### config.mk
export PLATFORM = sky130hd
export DESIGN_NAME = lru_replacement_stack_unit
export DESIGN_NICKNAME = d
export VERILOG_FILES = /design/src/sv/lrs_pkg.sv /design/src/sv/lrs_ctrl.sv /design/src/sv/lrs_datapath.sv /design/src/sv/lru_replacement_stack_unit.sv
export SDC_FILE = /design/constraint.sdc
export NUM_CORES = 1
export LEC_CHECK = 0
export ABC_AREA = 1
export BUFFER_PORTS_ARGS = -buffer_cell sky130_fd_sc_hd__buf_2
export CORE_MARGIN = 2
export CORE_UTILIZATION = 65
export CTS_BUF_LIST = sky130_fd_sc_hd__clkbuf_16
export DETAILED_ROUTE_END_ITERATION = 10
export PLACE_DENSITY = 0.83
export SETUP_SLACK_MARGIN = 0.05
export SLEW_MARGIN = 20
export SYNTH_ARGS = -nofsm -noshare
export SYNTH_HDL_FRONTEND = slang
export SYNTH_SLANG_ARGS = --single-unit
### constraint.sdc
create_clock -name clk_i -period 7.82 [get_ports clk_i]
set_input_delay 0 -clock clk_i [delete_from_list [all_inputs] [get_ports clk_i]]
set_output_delay 0 -clock clk_i [all_outputs]
set_load 0.05 [all_outputs]
### src/sv/lrs_pkg.sv
// lrs_pkg: shared types, constants and helpers for the lru replacement stack
// no dependencies; imported by the controller, datapath and top level

package lrs_pkg;

  // fixed field widths of the item and result ports
  localparam int KeyW   = 4;
  localparam int RankW  = 3;
  localparam int OccW   = 4;
  localparam int CapW   = 4;

  // defaults and fixed constants
  localparam int MaxEntriesDef = 8;
  localparam int KeyCount      = 16;
  localparam logic [CapW-1:0] CapReset = CapW'(4);

  // controller states
  typedef enum logic {
    ST_IDLE,
    ST_BUSY
  } lrs_state_e;

  // commands from controller to datapath
  typedef struct packed {
    logic load_key;
    logic update;
  } lrs_cmd_t;

  // wrap a key into the key space by repeated subtraction (narrow value)
  function automatic logic [KeyW-1:0] wrap_key(input logic [KeyW-1:0] v);
    logic [KeyW-1:0] r;
    r = v;
    for (int s = 0; s < 8; s++) begin
      if (KeyCount < (1 << KeyW)) begin
        if (int'(r) >= KeyCount) begin
          r = r - KeyW'(KeyCount);
        end
      end
    end
    return r;
  endfunction

endpackage

### src/sv/lrs_ctrl.sv
// lrs_ctrl: sequencing state machine and result valid flag
// depends on lrs_pkg for the state enum and command struct

module lrs_ctrl (
  input  logic              clk_i,
  input  logic              rst_ni,
  input  logic              in_valid_i,
  output logic              in_ready_o,
  output logic              out_valid_o,
  input  logic              out_ready_i,
  output lrs_pkg::lrs_cmd_t cmd_o
);
  import lrs_pkg::*;

  lrs_state_e state_q, state_d;
  logic       out_valid_q, out_valid_d;

  // state and result flag registers
  always_ff @(posedge clk_i or negedge rst_ni) begin
    if (!rst_ni) begin
      state_q     <= ST_IDLE;
      out_valid_q <= 1'b0;
    end else begin
      state_q     <= state_d;
      out_valid_q <= out_valid_d;
    end
  end

  // next state and commands
  always_comb begin
    state_d      = state_q;
    in_ready_o   = 1'b0;
    cmd_o        = '0;
    out_valid_d  = out_valid_q && !out_ready_i;
    case (state_q)
      ST_IDLE: begin
        in_ready_o = 1'b1;
        if (in_valid_i) begin
          cmd_o.load_key = 1'b1;
          state_d        = ST_BUSY;
        end
      end
      ST_BUSY: begin
        // result register free or emptied this cycle
        if (!out_valid_q || out_ready_i) begin
          cmd_o.update = 1'b1;
          out_valid_d  = 1'b1;
          state_d      = ST_IDLE;
        end
      end
      default: begin
        state_d = ST_IDLE;
      end
    endcase
  end

  assign out_valid_o = out_valid_q;

endmodule

### src/sv/lrs_datapath.sv
// lrs_datapath: recency stack, fill count, capacity register and result registers
// depends on lrs_pkg for widths, the command struct and key wrapping

module lrs_datapath #(
  parameter int MaxEntries = lrs_pkg::MaxEntriesDef
) (
  input  logic                      clk_i,
  input  logic                      rst_ni,
  input  lrs_pkg::lrs_cmd_t         cmd_i,
  input  logic                      cfg_we_i,
  input  logic [lrs_pkg::CapW-1:0]  cfg_wdata_i,
  input  logic [lrs_pkg::KeyW-1:0]  page_key_i,
  output logic                      hit_o,
  output logic [lrs_pkg::RankW-1:0] hit_rank_o,
  output logic                      evicted_o,
  output logic [lrs_pkg::KeyW-1:0]  evicted_key_o,
  output logic [lrs_pkg::OccW-1:0]  occupancy_o
);
  import lrs_pkg::*;

  localparam int IdxW    = $clog2(MaxEntries);
  localparam int CntW    = $clog2(MaxEntries + 1);
  localparam int CapExtW = (CntW > CapW) ? CntW : CapW;

  logic [KeyW-1:0]    stack_q [MaxEntries];
  logic [KeyW-1:0]    stack_d [MaxEntries];
  logic [CntW-1:0]    fill_q, fill_d;
  logic [CapW-1:0]    cap_q;
  logic [KeyW-1:0]    key_q;

  logic               hit_q, ev_q;
  logic [RankW-1:0]   rank_q;
  logic [KeyW-1:0]    ev_key_q;
  logic [OccW-1:0]    occ_q;

  logic [CapExtW-1:0] cap_ext, eff_cap, fill_ext;
  logic [MaxEntries-1:0] match;
  logic               found, full, evict;
  logic [IdxW-1:0]    pos, tail_idx;
  logic [CntW-1:0]    tail_full, shift_lim;

  // effective capacity: zero reads as one, saturate at the stack depth
  always_comb begin
    cap_ext  = CapExtW'(cap_q);
    eff_cap  = cap_ext;
    if (cap_ext == '0) begin
      eff_cap = CapExtW'(1);
    end else if (cap_ext > CapExtW'(MaxEntries)) begin
      eff_cap = CapExtW'(MaxEntries);
    end
    fill_ext = CapExtW'(fill_q);
    full     = fill_ext >= eff_cap;
  end

  // parallel compare against every held entry
  always_comb begin
    for (int i = 0; i < MaxEntries; i++) begin
      match[i] = (CntW'(i) < fill_q) && (stack_q[i] == key_q);
    end
  end

  // first matching position, most recent wins
  always_comb begin
    pos = '0;
    for (int i = MaxEntries - 1; i >= 0; i--) begin
      if (match[i]) begin
        pos = IdxW'(i);
      end
    end
    found = |match;
  end

  // eviction, shift limit and new fill
  always_comb begin
    evict     = !found && full;
    tail_full = fill_q - CntW'(1);
    tail_idx  = tail_full[IdxW-1:0];
    if (found) begin
      shift_lim = CntW'(pos);
    end else if (evict) begin
      shift_lim = tail_full;
    end else begin
      shift_lim = fill_q;
    end
    fill_d = (found || evict) ? fill_q : fill_q + CntW'(1);
  end

  // new stack contents: key at the top, shift down one place up to the limit
  always_comb begin
    stack_d[0] = key_q;
    for (int i = 1; i < MaxEntries; i++) begin
      stack_d[i] = (CntW'(i) <= shift_lim) ? stack_q[i-1] : stack_q[i];
    end
  end

  // control registers: capacity and fill count
  always_ff @(posedge clk_i or negedge rst_ni) begin
    if (!rst_ni) begin
      cap_q  <= CapReset;
      fill_q <= '0;
    end else begin
      if (cfg_we_i) begin
        cap_q <= cfg_wdata_i;
      end
      if (cmd_i.update) begin
        fill_q <= fill_d;
      end
    end
  end

  // key, stack and result registers
  always_ff @(posedge clk_i) begin
    if (cmd_i.load_key) begin
      key_q <= wrap_key(page_key_i);
    end
    if (cmd_i.update) begin
      for (int i = 0; i < MaxEntries; i++) begin
        stack_q[i] <= stack_d[i];
      end
      hit_q    <= found;
      rank_q   <= found ? RankW'(pos) : '0;
      ev_q     <= evict;
      ev_key_q <= evict ? stack_q[tail_idx] : '0;
      occ_q    <= OccW'(fill_d);
    end
  end

  assign hit_o         = hit_q;
  assign hit_rank_o    = rank_q;
  assign evicted_o     = ev_q;
  assign evicted_key_o = ev_key_q;
  assign occupancy_o   = occ_q;

  // fill never passes the stack depth
  a_fill_bound: assert property (@(posedge clk_i) disable iff (!rst_ni)
    fill_q <= CntW'(MaxEntries))
    else $error("fill count beyond stack depth");

  // a result is never both a hit and an eviction
  a_hit_no_evict: assert property (@(posedge clk_i) disable iff (!rst_ni)
    cmd_i.update |=> !(hit_q && ev_q))
    else $error("hit and eviction in one result");

  // a hit leaves the fill count alone
  a_hit_fill: assert property (@(posedge clk_i) disable iff (!rst_ni)
    (cmd_i.update && found) |=> (fill_q == $past(fill_q)))
    else $error("fill changed on a hit");

  // every access leaves at least one key held
  a_occ_nonzero: assert property (@(posedge clk_i) disable iff (!rst_ni)
    cmd_i.update |=> (occ_q != '0))
    else $error("zero occupancy after an access");

endmodule

### src/sv/lru_replacement_stack_unit.sv
// lru_replacement_stack_unit: top level of the lru replacement stack
// depends on lrs_pkg, lrs_ctrl and lrs_datapath
//
//   port group   direction   handshake               payload
//   cfg          in          cfg_we_i (no wait)      cfg_wdata_i
//   in           in          in_valid_i/in_ready_o   page_key_i
//   out          out         out_valid_o/out_ready_i hit, hit_rank, evicted,
//                                                    evicted_key, occupancy
//
// an item first has its key registered in the idle state; then, in the busy
// state, all entries compare in parallel, shift one place and load results.
// the next item is taken while a result still waits; the update waits only
// if the result register is still full and not being taken.
// reset clears the fill count and sets capacity to four; stack entries are
// never read before written, so no clearing pass is needed.

module lru_replacement_stack_unit #(
  parameter int MaxEntries = lrs_pkg::MaxEntriesDef
) (
  input  logic                      clk_i,
  input  logic                      rst_ni,
  input  logic                      cfg_we_i,
  input  logic [lrs_pkg::CapW-1:0]  cfg_wdata_i,
  input  logic                      in_valid_i,
  output logic                      in_ready_o,
  input  logic [lrs_pkg::KeyW-1:0]  page_key_i,
  output logic                      out_valid_o,
  input  logic                      out_ready_i,
  output logic                      hit_o,
  output logic [lrs_pkg::RankW-1:0] hit_rank_o,
  output logic                      evicted_o,
  output logic [lrs_pkg::KeyW-1:0]  evicted_key_o,
  output logic [lrs_pkg::OccW-1:0]  occupancy_o
);
  import lrs_pkg::*;

  lrs_cmd_t cmd;

  // sequencing
  lrs_ctrl u_ctrl (
    .clk_i       (clk_i),
    .rst_ni      (rst_ni),
    .in_valid_i  (in_valid_i),
    .in_ready_o  (in_ready_o),
    .out_valid_o (out_valid_o),
    .out_ready_i (out_ready_i),
    .cmd_o       (cmd)
  );

  // stack and results
  lrs_datapath #(
    .MaxEntries (MaxEntries)
  ) u_datapath (
    .clk_i         (clk_i),
    .rst_ni        (rst_ni),
    .cmd_i         (cmd),
    .cfg_we_i      (cfg_we_i),
    .cfg_wdata_i   (cfg_wdata_i),
    .page_key_i    (page_key_i),
    .hit_o         (hit_o),
    .hit_rank_o    (hit_rank_o),
    .evicted_o     (evicted_o),
    .evicted_key_o (evicted_key_o),
    .occupancy_o   (occupancy_o)
  );

endmodule
=== Yosys cells after proc, flatten, opt, wreduce, memory -nomap -nowiden ===
Memories as Yosys holds them, arrays and structs flattened. A register that Yosys moved wholly into a read port is not among the register bits.
Index checks and enable logic that the tools add are counted.

* Flip-flop bits (word level): 23
* Bits in writable memories: 32
* Bits of input ports: 13
* Output and inout bits: 15
* Memories: 1

{| class="wikitable"
|+ Memories
! name !! words !! width !! rd ports !! clocked after Yosys merged registers in !! wr ports !! line !! source
|-
| u_datapath.stack_q || 8 || 4 || 9 || 1 || 8 || lrs_datapath.sv:25 || <nowiki>logic [KeyW-1:0] stack_q [MaxEntries];</nowiki>
|}

* $add $sub $neg: 2
* Order comparisons: 17
* Equality and inequality tests: 8
* Multiplexer cells: 31
* Bitwise gates (word level): 1
* Reduce and logical (&&, ||, !) cells: 18

{| class="wikitable"
|+ Operators with widths
! cell !! number
|-
| $mux 4 || 12
|-
| $eq 4x4->1 || 8
|-
| $mux 3 || 8
|-
| $le 3x4->1 const A || 4
|-
| $lt 3x4->1 const A || 4
|-
| $logic_and 1x1->1 || 10
|-
| $mux 1 || 10
|-
| $le 2x4->1 const A || 2
|-
| $lt 1x4->1 const A || 2
|-
| $lt 2x4->1 const A || 2
|-
| $reduce_or 8->1 || 1
|-
| $add 4x1->4 const B || 1
|-
| $ge 4x4->1 || 1
|-
| $gt 4x4->1 const B || 1
|-
| $le 1x4->1 const A || 1
|-
| $logic_not 1->1 || 4
|-
| $logic_not 4->1 || 1
|-
| $sub 4x1->4 const B || 1
|-
| $logic_or 1x1->1 || 2
|-
| $pmux 1 s2 || 1
|-
| $not 1->1 || 1
|}

=== Logic depth before layout (Yosys ltp) ===
* Word-level depth: 13
* Gate-level depth with buffers: 17
* Gate-level depth less buffers: 16

=== Hierarchy ===
A second synthesis with hierarchy kept.

* Cell total of the unflattened synthesis: 389
* Area total of the unflattened synthesis: 3350.7 µm²

{| class="wikitable"
|+ Modules (own cells, without submodules)
! module !! times used !! cells an instance !! area an instance (µm²) !! sequential area each (µm²)
|-
| lrs_datapath || 1 || 378 || 3258.1 || 1672.9
|-
| lrs_ctrl || 1 || 11 || 92.6 || 50.0
|}

=== Worst setup path before layout ===
OpenSTA, ideal clock, no wires.

* Path type: register to register
* Start: register, netlist name u_datapath.fill_ext[0]
* End: memory u_datapath.stack_q[3][0] (enable)
* Setup time: 0.339 ns
* Data arrival time: 2.301 ns
* Data required time: 7.481 ns
* Setup slack: 5.180 ns
* Stages on the path, launching flop included: 16
* Buffers on the path: 1
* Path through: dfrtp_1 inv_1 buf_1 ha_1 nand2_1 nor2_1 nor2_1 nand3_2 nand2_2 nor2_8 nand3_1 nand2_1 nand2_1 nand2_1 nand2_1 a21oi_1

{| class="wikitable"
|+ RTL lines
! item !! line
|-
| end: declaration || lrs_datapath.sv:25
|}

==> results.txt <==
status = complete, no violations
Int Power = 1.03 mW
smallest hold slack = 0.101 ns
Synth Cell Area = 0.00345 sq mm
number of global-route vias before repair = 2,802
clock buffer depth = 2
worst hold path type = in2async
fillers = 340
RSZ-0062 raised after global routing = no
Mean Syn Cell Area = 8.66 sq um
Fin Clk Skew = 0.00907 ns
most common cell in the netlist = nand2_1
cts repair resizes = 0
post-route insts no fill = 518
YS warnings = 0
starting density of the core = 67.5%
Tmin final = 3.50 ns
Rel. slew slack = 33.0%
die width = 76.8 microns
crit path kind = reg2reg
Post-synth ARST share = 16.9%
pwr dens = 495 mW/mm^2
Via Count = 2,853
Placed Instances = 485
Port Buffers = 27
initial drt markers = 358
CP startpoint kind = register
max frequency = 286 MHz
WP data required = 7.79 ns
endpoints failing setup = 0
most frequent cells after synthesis = nand2_1, inv_1, edfxtp_1, nor2_1, o21ai_0
clk_lat worst skew = 0.33 ns
hold_buf cts = 18
DRT Pass-1 Iters = 5
TritonCTS clock tree = done
DRC = 0
Worst path max stage delay = 0.83 ns
top_reg_cell synth = edfxtp_1
crit path max fanout = 27
sequential fraction of the synthesis area = 50.0%
worst-margin pin slew = 1.00 ns
Tot GR Track Use = 32.9%
sw frac = 48.2%
register bit total from synthesis = 59
ant diodes = 0
Rows = 26
GRT overflow = 0
cell taking the most area after synthesis = edfxtp_1
Synth Instances = 398
Layout Utilization = 79.0%
max-slew violations = 0
Final #Nets = 464
core area = 0.00511 sq mm
Area Overhead vs Synth = 17.0%
die area = 0.00590 sq mm
final-report hold violation count = 0
critical path capture point type = register
CTS Buf Count = 9
setup TNS = 0 ns
share of layout cells above drive strength 1 = 18.1%
routed len/inst = 17.2 microns
routed vias/inst = 5.51
synth unique cells = 36
Top Family by Delay on Critical Path = flip-flops
Area contributors post-synth = edfxtp_1, nand2_1, dfrtp_1, inv_1, o21ai_0
Gate power share = 48.5%
# IOs = 28
Worst VDD drop = 0.000322 V
clock root buffer = clkbuf_16
Clock Sink Count = 59
Final period util = 44.8%
H-tree levels = 3
max_cap viols = 0
DP HPWL = 5.90 mm
Net Sw Power = 0.962 mW
Final GP Congestion = 0.947
Net Count, Synth = 418
CP cell instances = inv_1 > ha_1 > xor2_1 > nand4_1 > nand3_2 > nand3_1 > a21oi_1
Leakage = 1.90 nW
Slowest cell on crit path = dfrtp_1
clock-pin slew on the worst setup and hold paths = 0.05 ns
Clk network pwr share = 17.2%
first-pass GRT wire length = 14.3 mm
overall die height = 76.8 microns
Reg power frac = 34.2%
number of synthesized flops with an enable pin = 49
share of the synthesized area in the top cell type = 42.7%
ANT nets after route = 0
initial antenna violation count = 0
Post-CTS Setup Inserts = 0
WP buf/inv = 1
drt total wl = 8.91 mm
pin count of the biggest net entering global routing = 29
critical path arrival = 3.47 ns
Final Power = 2.00 mW
-- worst reg2reg max path: stages (launching register included) --
cell and delay [ns]:
dfrtp_1 0.83, inv_1 0.47, ha_1 0.39, xor2_1 0.58, nand4_1 0.24, nand3_2 0.14, nand3_1 0.09, a21oi_1 0.42
-- routing by layer --
| metal | wire (microns) | global-route usage [%] |
|---|---|---|
| met2 | 4400 | 54.6 |
| met4 | 241 | 14.7 |
| met3 | 611 | 4.35 |
| met5 | 0 | 0 |
| met1 | 3660 | 43.2 |
-- layout by cell type, fill, tap and decap left out, drive strengths merged, types with 2 or more instances in the layout --
| master | instances |
|---|---|
| nand4 | 6 |
| nand3 | 18 |
| o21ai | 29 |
| edfxtp | 49 |
| nand2 | 133 |
| clkinvlp | 2 |
| nor2 | 41 |
| nor3 | 4 |
| inv | 59 |
| xor2 | 4 |
| dlygate4sd3 | 18 |
| xnor2 | 2 |
| clkinv | 4 |
| a221oi | 2 |
| dfrtp | 9 |
| clkbuf | 9 |
| a31oi | 2 |
| ha | 7 |
| buf | 27 |
| a21oi | 16 |
-- registers in the layout, indices dropped and copies added (netlist names), 3 cells and up --
name / count
u_datapath.occupancy_o: 4
u_datapath.stack_q: 32
u_datapath.hit_rank_o: 3
u_datapath.cap_ext: 4
u_datapath.evicted_key_o: 4
u_datapath.key_q: 4
u_datapath.fill_ext: 4
-- through the flow --
stage,area (sq um),setup slack [ns]
floorplan,3450,5.18
global placement,3590,4.55
detailed placement,3590,4.43
CTS,4030,4.45
global route,4030,4.05
finish,4030,4.32
-- worst paths after layout --
kind | from | slack (ns) | endpoint | cells past startpoint
max | u_datapath.fill_ext[0] | 4.32 | u_datapath.stack_q[7][1] | 7
min | rst_ni | 0.10 | u_datapath.cap_ext[0] | 2
max reg2reg | u_datapath.fill_ext[0] | 4.32 | u_datapath.stack_q[7][1] | 7
min reg2reg | u_datapath.stack_q[3][1] | 0.46 | u_datapath.stack_q[4][1] | 0
max in group asynchronous | rst_ni | 7.45 | u_datapath.cap_ext[2] | 2
min in group clk_i | page_key_i[2] | 0.41 | u_datapath.key_q[2] | 2
-- power groups by stage --
stage          combinational, mW  clock (mW)  sequential [mW]
3_3_place_gp               0.917           0            0.673
3_5_place_dp               0.927           0            0.678
6_report                   0.968       0.344            0.683
4_1_cts                    0.943       0.340            0.674
5_1_grt                     1.06       0.357            0.699
2_1_floorplan              0.636           0            0.744
-- logic make-up (layout without fill, tap and decap cells) --
| group | after synthesis | after routing | share of synthesized area [%] |
|---|---|---|---|
| AO/OA/AOI/OAI | 53 | 53 | 8.46 |
| XOR/XNOR | 6 | 6 | 1.74 |
| buffers and inverters | 69 | 119 | 9.26 |
| flip-flops | 59 | 59 | 50.0 |
| AND/OR/NAND/NOR | 203 | 203 | 27.7 |
| multiplexers | 1 | 1 | 0.327 |
| adder cells (fa/ha/maj) | 7 | 7 | 2.54 |
-- layout make-up --
class	count	area, sq um	area share [%]
Sequential cell	59	1720	42.7
Clock inverter	6	33.8	0.837
Clock buffer	9	225	5.58
Multi-Input combinational cell	270	1410	34.8
Inverter	59	244	6.05
Timing Repair Buffer	45	315	7.82
Tap cell	70	87.6	2.17
Note: power is estimated with default switching activity, not from simulation.
